==> config.mk <==
export PLATFORM = sky130hd
export DESIGN_NAME = record_fifo_with_key_update
export DESIGN_NICKNAME = d
export VERILOG_FILES = /design/src/sv/rfku_pkg.sv /design/src/sv/record_fifo_with_key_update.sv /design/src/sv/rfku_cell.sv /design/src/sv/rfku_count.sv
export VERILOG_INCLUDE_DIRS = /design/src /design/src/sv
export SDC_FILE = /design/constraint.sdc
export NUM_CORES = 2
export LEC_CHECK = 0
export BUFFER_PORTS_ARGS = -buffer_cell sky130_fd_sc_hd__buf_2
export CAP_MARGIN = 5
export CORE_UTILIZATION = 60
export CTS_BUF_LIST = sky130_fd_sc_hd__clkbuf_4 sky130_fd_sc_hd__clkbuf_8 sky130_fd_sc_hd__clkbuf_16
export CTS_CLUSTER_DIAMETER = 200
export CTS_CLUSTER_SIZE = 16
export DETAILED_ROUTE_END_ITERATION = 10
export PLACE_DENSITY_LB_ADDON = 0.05
export SLEW_MARGIN = 30
export SYNTH_ARGS = -nofsm -noshare
export SYNTH_HDL_FRONTEND = slang
export SYNTH_SLANG_ARGS = --single-unit
==> constraint.sdc <==
create_clock -name i_clk -period 18.32 [get_ports i_clk]
set_input_delay 3.664 -clock i_clk [delete_from_list [all_inputs] [get_ports i_clk]]
set_output_delay 3.664 -clock i_clk [all_outputs]
set_load 0.1 [all_outputs]
==> src/sv/record_fifo_with_key_update_assert.svh <==
// Assertion macros for the record FIFO with keyed update.
// Used by the top level; needs a clock and an active-low reset at the call site.
`ifndef RECORD_FIFO_WITH_KEY_UPDATE_ASSERT_SVH
`define RECORD_FIFO_WITH_KEY_UPDATE_ASSERT_SVH

// Same-cycle implication.
`define RFKU_ASSERT_NOW(lbl, clk, rst_n, ante, cons, msg) \
    lbl: assert property (@(posedge clk) disable iff (!rst_n) (ante) |-> (cons)) \
        else $error(msg);

// Next-cycle implication.
`define RFKU_ASSERT_NEXT(lbl, clk, rst_n, ante, cons, msg) \
    lbl: assert property (@(posedge clk) disable iff (!rst_n) (ante) |=> (cons)) \
        else $error(msg);

`endif

==> src/sv/rfku_pkg.sv <==
// Types and codes shared by the record FIFO cells and the top level.
// No dependencies.
package rfku_pkg;

    typedef enum logic [1:0] {
        OP_ENQ   = 2'd0,
        OP_DEQ   = 2'd1,
        OP_UPD   = 2'd2,
        OP_PURGE = 2'd3
    } t_op;

    typedef enum logic [1:0] {
        STAT_OK      = 2'd0,
        STAT_EMPTY   = 2'd1,
        STAT_FULL    = 2'd2,
        STAT_NOMATCH = 2'd3
    } t_status;

    typedef enum logic [2:0] {
        CMD_HOLD,
        CMD_ENQ,
        CMD_DEQ,
        CMD_UPD,
        CMD_KILL,
        CMD_COMPACT
    } t_cmd;

    typedef enum logic {
        S_IDLE,
        S_COMPACT
    } t_state;

    // code in the low bits, matching the stream packing
    typedef struct packed {
        logic signed [31:0] quantity;
        logic        [31:0] price;
        logic signed [31:0] code;
    } t_rec;

    // per-cell control from the top and the lower neighbor
    typedef struct packed {
        t_cmd cmd;
        logic sel;         // first matching cell on update
        logic prev_valid;  // lower neighbor holds a record
        logic move_lo;     // own record moves down this cycle
    } t_cell_ctl;

    // what a cell shows its lower neighbor
    typedef struct packed {
        t_rec rec;
        logic valid;
    } t_nbr;

    typedef struct packed {
        logic [2:0] pad;
        logic [4:0] entry_count;
        t_rec       rec;
    } t_result;

endpackage

==> src/sv/record_fifo_with_key_update.sv <==
// Record FIFO with keyed update and purge: top level, control and result register.
// Depends on rfku_pkg, rfku_cell, rfku_count and the assertion macro header.
//
//  channel   | dir | tdata (low bit up)                          | tuser
//  ----------+-----+---------------------------------------------+-------------
//  s (input) | in  | item_code, item_price, item_quantity, pad  | op
//  m (result)| out | out_code, out_price, out_quantity,          | status
//            |     | entry_count, pad                            |
//
// Enqueue, dequeue and update take one transfer per cycle while the sink keeps up;
// the cells shift or compare in parallel. Purge first drops non-positive
// records, then runs compaction steps in which each record moves at most one
// cell toward the head per step.
// Reset (synchronous, active low) clears all valid bits: the queue is empty.
// Input is held off during compaction and while a result waits on a stalled sink.
module record_fifo_with_key_update #(
    parameter int QUEUE_DEPTH = 16
) (
    input  logic         i_clk,
    input  logic         i_rst_n,
    input  logic         i_s_tvalid,
    output logic         o_s_tready,
    input  logic [103:0] i_s_tdata,   // item_code, item_price, item_quantity, zero pad
    input  logic [1:0]   i_s_tuser,   // op
    output logic         o_m_tvalid,
    input  logic         i_m_tready,
    output logic [103:0] o_m_tdata,   // out_code, out_price, out_quantity, entry_count, pad
    output logic [1:0]   o_m_tuser    // status
);
    import rfku_pkg::*;

    localparam int CW = $clog2(QUEUE_DEPTH + 1);

    t_state r_state;
    t_state n_state;

    logic    r_m_valid;
    t_result r_result;
    t_result n_result;
    t_status r_status;
    t_status n_status;

    t_op  w_op;
    t_rec w_item;
    t_cmd w_cmd;
    logic w_accept;
    logic w_load_out;
    logic w_idle;
    logic w_packed;
    logic w_purge_in;
    logic w_quick_in;

    t_nbr                   w_self [QUEUE_DEPTH];
    t_nbr                   w_next [QUEUE_DEPTH];
    t_cell_ctl              w_ctl  [QUEUE_DEPTH];
    logic [QUEUE_DEPTH-1:0] w_valid;
    logic [QUEUE_DEPTH-1:0] w_match;
    logic [QUEUE_DEPTH-1:0] w_first;
    logic [QUEUE_DEPTH-1:0] w_move;
    logic                   w_any_move;
    logic [CW-1:0]          w_cnt;
    logic [CW-1:0]          w_cnt_after;
    logic [CW+4:0]          w_cnt_wide;

    assign w_op       = t_op'(i_s_tuser);
    assign w_item     = t_rec'(i_s_tdata[95:0]);
    assign w_idle     = (r_state == S_IDLE);
    assign o_s_tready = w_idle && (!r_m_valid || i_m_tready);
    assign w_accept   = i_s_tvalid && o_s_tready;
    assign w_packed   = ((w_valid >> 1) & ~w_valid) == '0;
    assign w_purge_in = w_accept && (w_op == OP_PURGE);
    assign w_quick_in = w_accept && (w_op != OP_PURGE);

    // lowest set bit: first match from the head
    assign w_first    = w_match & (~w_match + QUEUE_DEPTH'(1));
    assign w_any_move = |w_move;

    genvar g;
    generate
        for (g = 0; g < QUEUE_DEPTH; g++) begin : g_cell
            assign w_valid[g] = w_self[g].valid;
            if (g == QUEUE_DEPTH - 1) begin : g_top
                assign w_next[g] = '0;
            end else begin : g_mid
                assign w_next[g] = w_self[g+1];
            end
            assign w_ctl[g].cmd        = w_cmd;
            assign w_ctl[g].sel        = w_first[g];
            assign w_ctl[g].prev_valid = (g == 0) ? 1'b1 : w_valid[(g == 0) ? 0 : g-1];
            assign w_ctl[g].move_lo    = (g == 0) ? 1'b0 : w_move[(g == 0) ? 0 : g-1];

            rfku_cell u_cell (
                .i_clk   (i_clk),
                .i_rst_n (i_rst_n),
                .i_ctl   (w_ctl[g]),
                .i_item  (w_item),
                .i_next  (w_next[g]),
                .o_self  (w_self[g]),
                .o_match (w_match[g]),
                .o_move  (w_move[g])
            );
        end
    endgenerate

    rfku_count #(
        .DEPTH (QUEUE_DEPTH),
        .CW    (CW)
    ) u_count (
        .i_valid (w_valid),
        .o_count (w_cnt)
    );

    // next state
    always_comb begin
        n_state = r_state;
        unique case (r_state)
            S_IDLE:    if (w_accept && w_op == OP_PURGE) n_state = S_COMPACT;
            S_COMPACT: if (!w_any_move) n_state = S_IDLE;
            default:   n_state = S_IDLE;
        endcase
    end

    // state outputs
    always_comb begin
        w_cmd      = CMD_HOLD;
        w_load_out = 1'b0;
        unique case (r_state)
            S_IDLE: begin
                if (w_accept) begin
                    unique case (w_op)
                        OP_ENQ:   w_cmd = CMD_ENQ;
                        OP_DEQ:   w_cmd = CMD_DEQ;
                        OP_UPD:   w_cmd = CMD_UPD;
                        OP_PURGE: w_cmd = CMD_KILL;
                        default:  w_cmd = CMD_HOLD;
                    endcase
                    w_load_out = (w_op != OP_PURGE);
                end
            end
            S_COMPACT: begin
                w_cmd      = CMD_COMPACT;
                w_load_out = !w_any_move;
            end
            default: ;
        endcase
    end

    // result fields
    always_comb begin
        n_status    = STAT_OK;
        w_cnt_after = w_cnt;
        n_result    = '0;
        if (r_state == S_IDLE) begin
            case (w_op)
                OP_ENQ: begin
                    if (w_valid[QUEUE_DEPTH-1]) begin
                        n_status = STAT_FULL;
                    end else begin
                        w_cnt_after = w_cnt + CW'(1);
                    end
                end
                OP_DEQ: begin
                    if (!w_valid[0]) begin
                        n_status = STAT_EMPTY;
                    end else begin
                        n_result.rec = w_self[0].rec;
                        w_cnt_after  = w_cnt - CW'(1);
                    end
                end
                OP_UPD: begin
                    if (!(|w_match)) n_status = STAT_NOMATCH;
                end
                default: ;
            endcase
        end
        w_cnt_wide           = (CW+5)'(w_cnt_after);
        n_result.entry_count = w_cnt_wide[4:0];
    end

    always_ff @(posedge i_clk) begin
        if (!i_rst_n) begin
            r_state   <= S_IDLE;
            r_m_valid <= 1'b0;
        end else begin
            r_state <= n_state;
            if (w_load_out) begin
                r_m_valid <= 1'b1;
            end else if (i_m_tready) begin
                r_m_valid <= 1'b0;
            end
        end
    end

    always_ff @(posedge i_clk) begin
        if (w_load_out) begin
            r_result <= n_result;
            r_status <= n_status;
        end
    end

    assign o_m_tvalid = r_m_valid;
    assign o_m_tdata  = r_result;
    assign o_m_tuser  = r_status;

`include "record_fifo_with_key_update_assert.svh"

    `RFKU_ASSERT_NOW(a_packed_idle, i_clk, i_rst_n, w_idle, w_packed, "valid bits not packed")
    `RFKU_ASSERT_NOW(a_no_take, i_clk, i_rst_n, !w_idle, !o_s_tready, "ready in compaction")
    `RFKU_ASSERT_NEXT(a_quick_result, i_clk, i_rst_n, w_quick_in, o_m_tvalid, "result missing")
    `RFKU_ASSERT_NEXT(a_purge, i_clk, i_rst_n, w_purge_in, !(w_idle || o_m_tvalid), "no compaction")

endmodule

==> src/sv/rfku_cell.sv <==
// One storage cell of the record FIFO: a record and its valid bit.
// Depends on rfku_pkg.
module rfku_cell (
    input  logic              i_clk,
    input  logic              i_rst_n,
    input  rfku_pkg::t_cell_ctl i_ctl,
    input  rfku_pkg::t_rec    i_item,
    input  rfku_pkg::t_nbr    i_next,
    output rfku_pkg::t_nbr    o_self,
    output logic              o_match,
    output logic              o_move
);
    import rfku_pkg::*;

    logic r_valid;
    logic n_valid;
    t_rec r_rec;
    t_rec n_rec;
    logic w_positive;

    assign w_positive = (r_rec.quantity != 32'sd0) && !r_rec.quantity[31];
    assign o_match    = r_valid && (r_rec.code == i_item.code);
    // upper neighbor's record drops into this empty slot
    assign o_move     = !r_valid && i_next.valid;
    assign o_self     = '{rec: r_rec, valid: r_valid};

    always_comb begin
        n_valid = r_valid;
        n_rec   = r_rec;
        unique case (i_ctl.cmd)
            CMD_HOLD: ;
            CMD_ENQ: begin
                if (!r_valid && i_ctl.prev_valid) begin
                    n_valid = 1'b1;
                    n_rec   = i_item;
                end
            end
            CMD_DEQ: begin
                n_valid = i_next.valid;
                n_rec   = i_next.rec;
            end
            CMD_UPD: begin
                if (i_ctl.sel) begin
                    n_rec.price    = i_item.price;
                    n_rec.quantity = i_item.quantity;
                end
            end
            CMD_KILL: begin
                n_valid = r_valid && w_positive;
            end
            CMD_COMPACT: begin
                if (o_move) begin
                    n_valid = 1'b1;
                    n_rec   = i_next.rec;
                end else if (i_ctl.move_lo) begin
                    n_valid = 1'b0;
                end
            end
            default: ;
        endcase
    end

    always_ff @(posedge i_clk) begin
        if (!i_rst_n) begin
            r_valid <= 1'b0;
        end else begin
            r_valid <= n_valid;
        end
    end

    always_ff @(posedge i_clk) begin
        r_rec <= n_rec;
    end

endmodule

==> src/sv/rfku_count.sv <==
// Turns the packed-from-head valid bits of the cell row into a record count.
// Depends on nothing; expects valid bits filled from index 0 upward.
module rfku_count #(
    parameter int DEPTH = 16,
    parameter int CW    = 5
) (
    input  logic [DEPTH-1:0] i_valid,
    output logic [CW-1:0]    o_count
);
    logic [DEPTH:0] w_ext;

    assign w_ext = {1'b0, i_valid};

    // at most one edge from filled to empty; OR in its position
    always_comb begin
        o_count = '0;
        for (int i = 0; i < DEPTH; i++) begin
            if (w_ext[i] && !w_ext[i+1]) begin
                o_count = o_count | CW'(i + 1);
            end
        end
    end

endmodule
==> results <==
- The run finished with clean final reports.
- The final-report max-slew violation count is 0.
- For this block, the via count after detailed routing is 47,000.
- The first global-routing pass estimated 273,000 um of wire.
- By area the synthesized netlist is led by edfxtp_1, nand2_1, xor2_1, nor4_1, and2_1.
- The clock passes through at most 3 buffers.
- Net switching is 28.1% of the power.
- The initial antenna violation count is 3.
- The number of hold buffers added after CTS is 0.
- The worst register-to-register path has a depth of 8.
- The worst max-slew margin expressed relative to the limit is about a fifth.
- The placer congestion estimate is 1.00.
- Relative to the synthesized area, the layout overhead comes to 7.43%.
- Setup repair after global routing left no endpoint under its margin.
- During I/O placement, the number of pins put on the boundary was 218.
- The flip-flop cell with the highest count after synthesis is edfxtp_1.
- A synthesized cell averages 11.1 um^2.
- In the final routed layout, each cell accounts on average for 22.0 um.
- By count the netlist is led by nand2_1, edfxtp_1, xor2_1, nor4_1, clkbuf_1.
- The number of clock buffers inserted by TritonCTS is 113.
- The final layout contains 6,740 nets.
- The global-route total usage across every layer is 29.3%.
- The maximum fanout count along the critical path is 56.
- The worst hold path belongs to the class flop to flop.
- The Yosys step of the flow raised 0 warnings.
- With fillers left out, the area of the finished cells amounts to 79,000 um^2.
- The estimated wirelength of the detail-placed design is 126,000 um.
- The startpoint identified for the worst register-to-register timing path is g_cell[2].u_cell.o_self[3].
- The pin count of the biggest net entering global routing is roughly 240.
- The count of buffers added on input and output ports is 206.
- Of the total power, the clock network draws between 20 and 30%.
- The nature of the critical path endpoint is a flop.
- The worst hold path was traced through 2 stages.
- The internal power of the cells is around 6.1 mW.
- For the pin with the worst max-slew slack, the measured transition is 1.18 ns.
- After clock tree synthesis, the clock-pin slew on the worst setup and hold paths is 0.08 ns.
- The sequential-to-total area share from yosys stat is 67.4%.
- The buffers inserted during post-CTS setup optimization is 0.
- The final period demand of the worst path is approximately 8.5 ns.
- The area of the die is around 120,000 um^2.
- The kind of launch point of the worst setup path is an input port.
- In the final timing run, aggregate negative setup slack is 0 ns.
- The number of global-route vias before repair is 44,700.
- The number of gates resized after cts is 0.
- The most critical setup path has its startpoint at i_s_tdata[2].
- TritonCTS built the clock tree.
- The areal power density over the cells is 108 nW/um^2.
- In the final layout, the share of cells above drive strength 1 is 7.25%.
- The startpoint of the most critical hold path is g_cell[4].u_cell.o_self[39].
- Across the run, the number of max-cap violations was 0.
- The destination of the worst hold path is g_cell[3].u_cell.o_self[39].
- The clock network latency to the later pin of the worst-skew pair is ~0.76 ns.
- The placeable core area is 122,000 um^2.
- The share of total power dissipated in combinational logic is 15.4%.
- The critical path required time is 18.70 ns.
- The library cell with the highest instance count after synthesis is nand2_1.
- Once the floorplan was initialized, standard cells occupied 60.4% of the core.
- The die height is 352 um.
- The largest individual stage delay along the critical path comes from the cell nand3_1.
- The cell type contributing the most total cell area after synthesis is edfxtp_1.
- The width of the die is around 350 um.
- The total leakage power is between 20 and 30 nW.
- The overall power after layout is 8.55 mW.
- In this run the register-to-register setup slack is 13.01 ns.
- Data arrives at the worst endpoint at 8.85 ns.
- For this run the aggregate overflow at the end of global routing stands at 0.
- The number of endpoints with negative hold slack in the final report came to 0.
- Setup violations remaining at the end of the flow were counted as 0.
- Across all hold checks on the routed design, the worst slack comes to 0.512 ns.
- In this design, the stage delay of the slowest critical-path cell is 1.00 ns.
- The synthesized instance count is 6,621.
- The critical path is of the input port to flop type.
- The number of design rule violations left after detail routing is 0.
- The signal on the critical path passes through buf_2 -> xor2_1 -> nor4_1 -> nand4b_1 -> nor4_1 -> a2111oi_2 -> nand3_1 -> a211oi_4 -> buf_4.
- The count of state elements after synthesis is approximately 1,700.
- For this block, the routed nets add up to 183,000 um of wire.
- The CTS sink count is ~1,700.
- The number of enable-type register cells in the synthesized netlist is between 1,500 and 2,000.
- The floorplan has 128 rows.
- CTS placed an instance of clkbuf_16 at the clock tree root.
- The worst register-to-register path ends at g_cell[13].u_cell.o_self[84].
- The detailed-routing iteration count for the pre-antenna-repair pass is 7.
- The cell that appears most often on the critical path is nor4_1.
- The placed cell area is 75,700 um^2.
- The number of levels the H-tree was split into is 3.
- In this run the biggest area consumer among cell types represents 66.9% of the synthesized area.
- The async set-reset flop share out of synthesis is 0%.
- Across the VDD grid, the largest voltage drop is roughly 0.13 mV.
- The post-route clock period utilization is a little under half.
- The distinct cell type count of the synthesized netlist is 73.
- The filler cells instantiated in the layout total 9,467.
- The peak clock frequency supported by timing is 118 MHz.
- The post-synthesis cell area is about 74,000 um^2.
- The share of total power dissipated in sequential elements is a little under three fifths.
- The number of nets with antenna violations after detailed routing is 0.
- The post-detailed-route via-to-cell ratio is 5.67.
- After the first detailed-routing iteration, the DRC count stood at ~5,300.
- The clock arrives with slightly above 0.07 ns of skew.
- For this design the total switching power over the nets is 2.41 mW.
-- critical path: cells and delay by family --
family,cells,cell delay [ns]
compound gates,2,1.85
xor+xnor,1,0.47
simple gates,4,1.40
buf+inv,2,1.39
-- power groups by stage --
stage | sequential, mW | combinational, mW | clock [mW]
final | 4.82 | 1.31 | 2.42
after global routing | 4.85 | 1.43 | 2.59
after CTS | 4.82 | 1.30 | 2.46
after detailed placement | 4.90 | 1.30 | 0
after global placement | 4.89 | 1.27 | 0
after floorplan | 5.01 | 0.779 | 0
-- worst max-delay path by stage --
stage	endpoint	slack, ns	depth (start not counted)
after floorplan	g_cell[13].u_cell.o_self[33]	7.95	8
after global placement	g_cell[13].u_cell.o_self[66]	9.29	9
after detailed placement	g_cell[13].u_cell.o_self[68]	9.27	9
after CTS	o_s_tready	9.86	4
after global routing	o_s_tready	9.80	4
final	g_cell[13].u_cell.o_self[84]	9.85	9
-- routing by layer --
metal | track usage (%) | vias to the layer above | part of all wire [%]
li1 | - | 22400 | -
met4 | 10.3 | 2 | 3.3
met5 | 0 | - | 0.0071
met2 | 45.0 | 1718 | 45
met1 | 43.3 | 22600 | 44
met3 | 4.06 | 288 | 7.5
-- layout by cell type, fill, tap and decap left out, types with 4 or more instances in the layout --
cell type  count
xnor2_1      107
nor4b_1        6
and3_1         6
o22ai_1        6
o2111ai_1      9
edfxtp_1    1639
nand3b_1       6
clkbuf_16    113
xor2_1       403
ha_1           7
buf_6         11
o31ai_4        6
nand4_1       87
clkinv_16      4
a211oi_1      10
dfxtp_1       18
buf_2        206
and2_1       192
nor3_1        40
o21ai_0       67
nand3_1       41
clkbuf_4      34
nand2_1     3021
nor4_1       273
nor2b_1        4
nor2_1        90
and3_4         4
diode_2        5
or3_1          8
a22oi_2        5
mux2i_1        6
nand4b_1      12
or4_1         13
buf_4         59
a21oi_1       31
nand2b_1       6
inv_1         27
-- flip-flops by register name (all words and copies together), names as in the netlist --
signal / cells
g_cell.u_cell.o_self: 1536
o_m_tdata: 101
g_cell.u_cell.r_valid: 16
o_m_tuser: 2
o_m_tvalid: 1
r_state: 1
-- stage by stage --
stage,worst slack [ns],util (%),cells
after floorplan,7.95,-,6623
after CTS,9.86,64.8,8286
after global routing,9.80,64.9,8288
after detailed placement,9.27,62.2,8131
after global placement,9.29,62.1,8131
final,9.85,64.9,8293
-- layout make-up --
class	count	area (um^2)	area share [%]
sequential	1657	49600	62.8
multi-input combinational	4541	22300	28.2
clock buffer	147	3080	3.90
tap	1625	2030	2.57
timing repair buffer	281	1710	2.17
clock inverter	8	163	0.206
inverter	29	109	0.138
antenna	5	12.5	0.0158
-- cell families after synthesis --
family	synth area share, %
buffers and inverters	2.68
adders and majority gates	0.119
DFF	67.4
AOI/OAI and AO/OA	1.54
muxes	0.112
xor gates and xnor gates	6.08
other	0.00510
and+or+nand+nor	22.0
(Power assumes the default switching activity.)
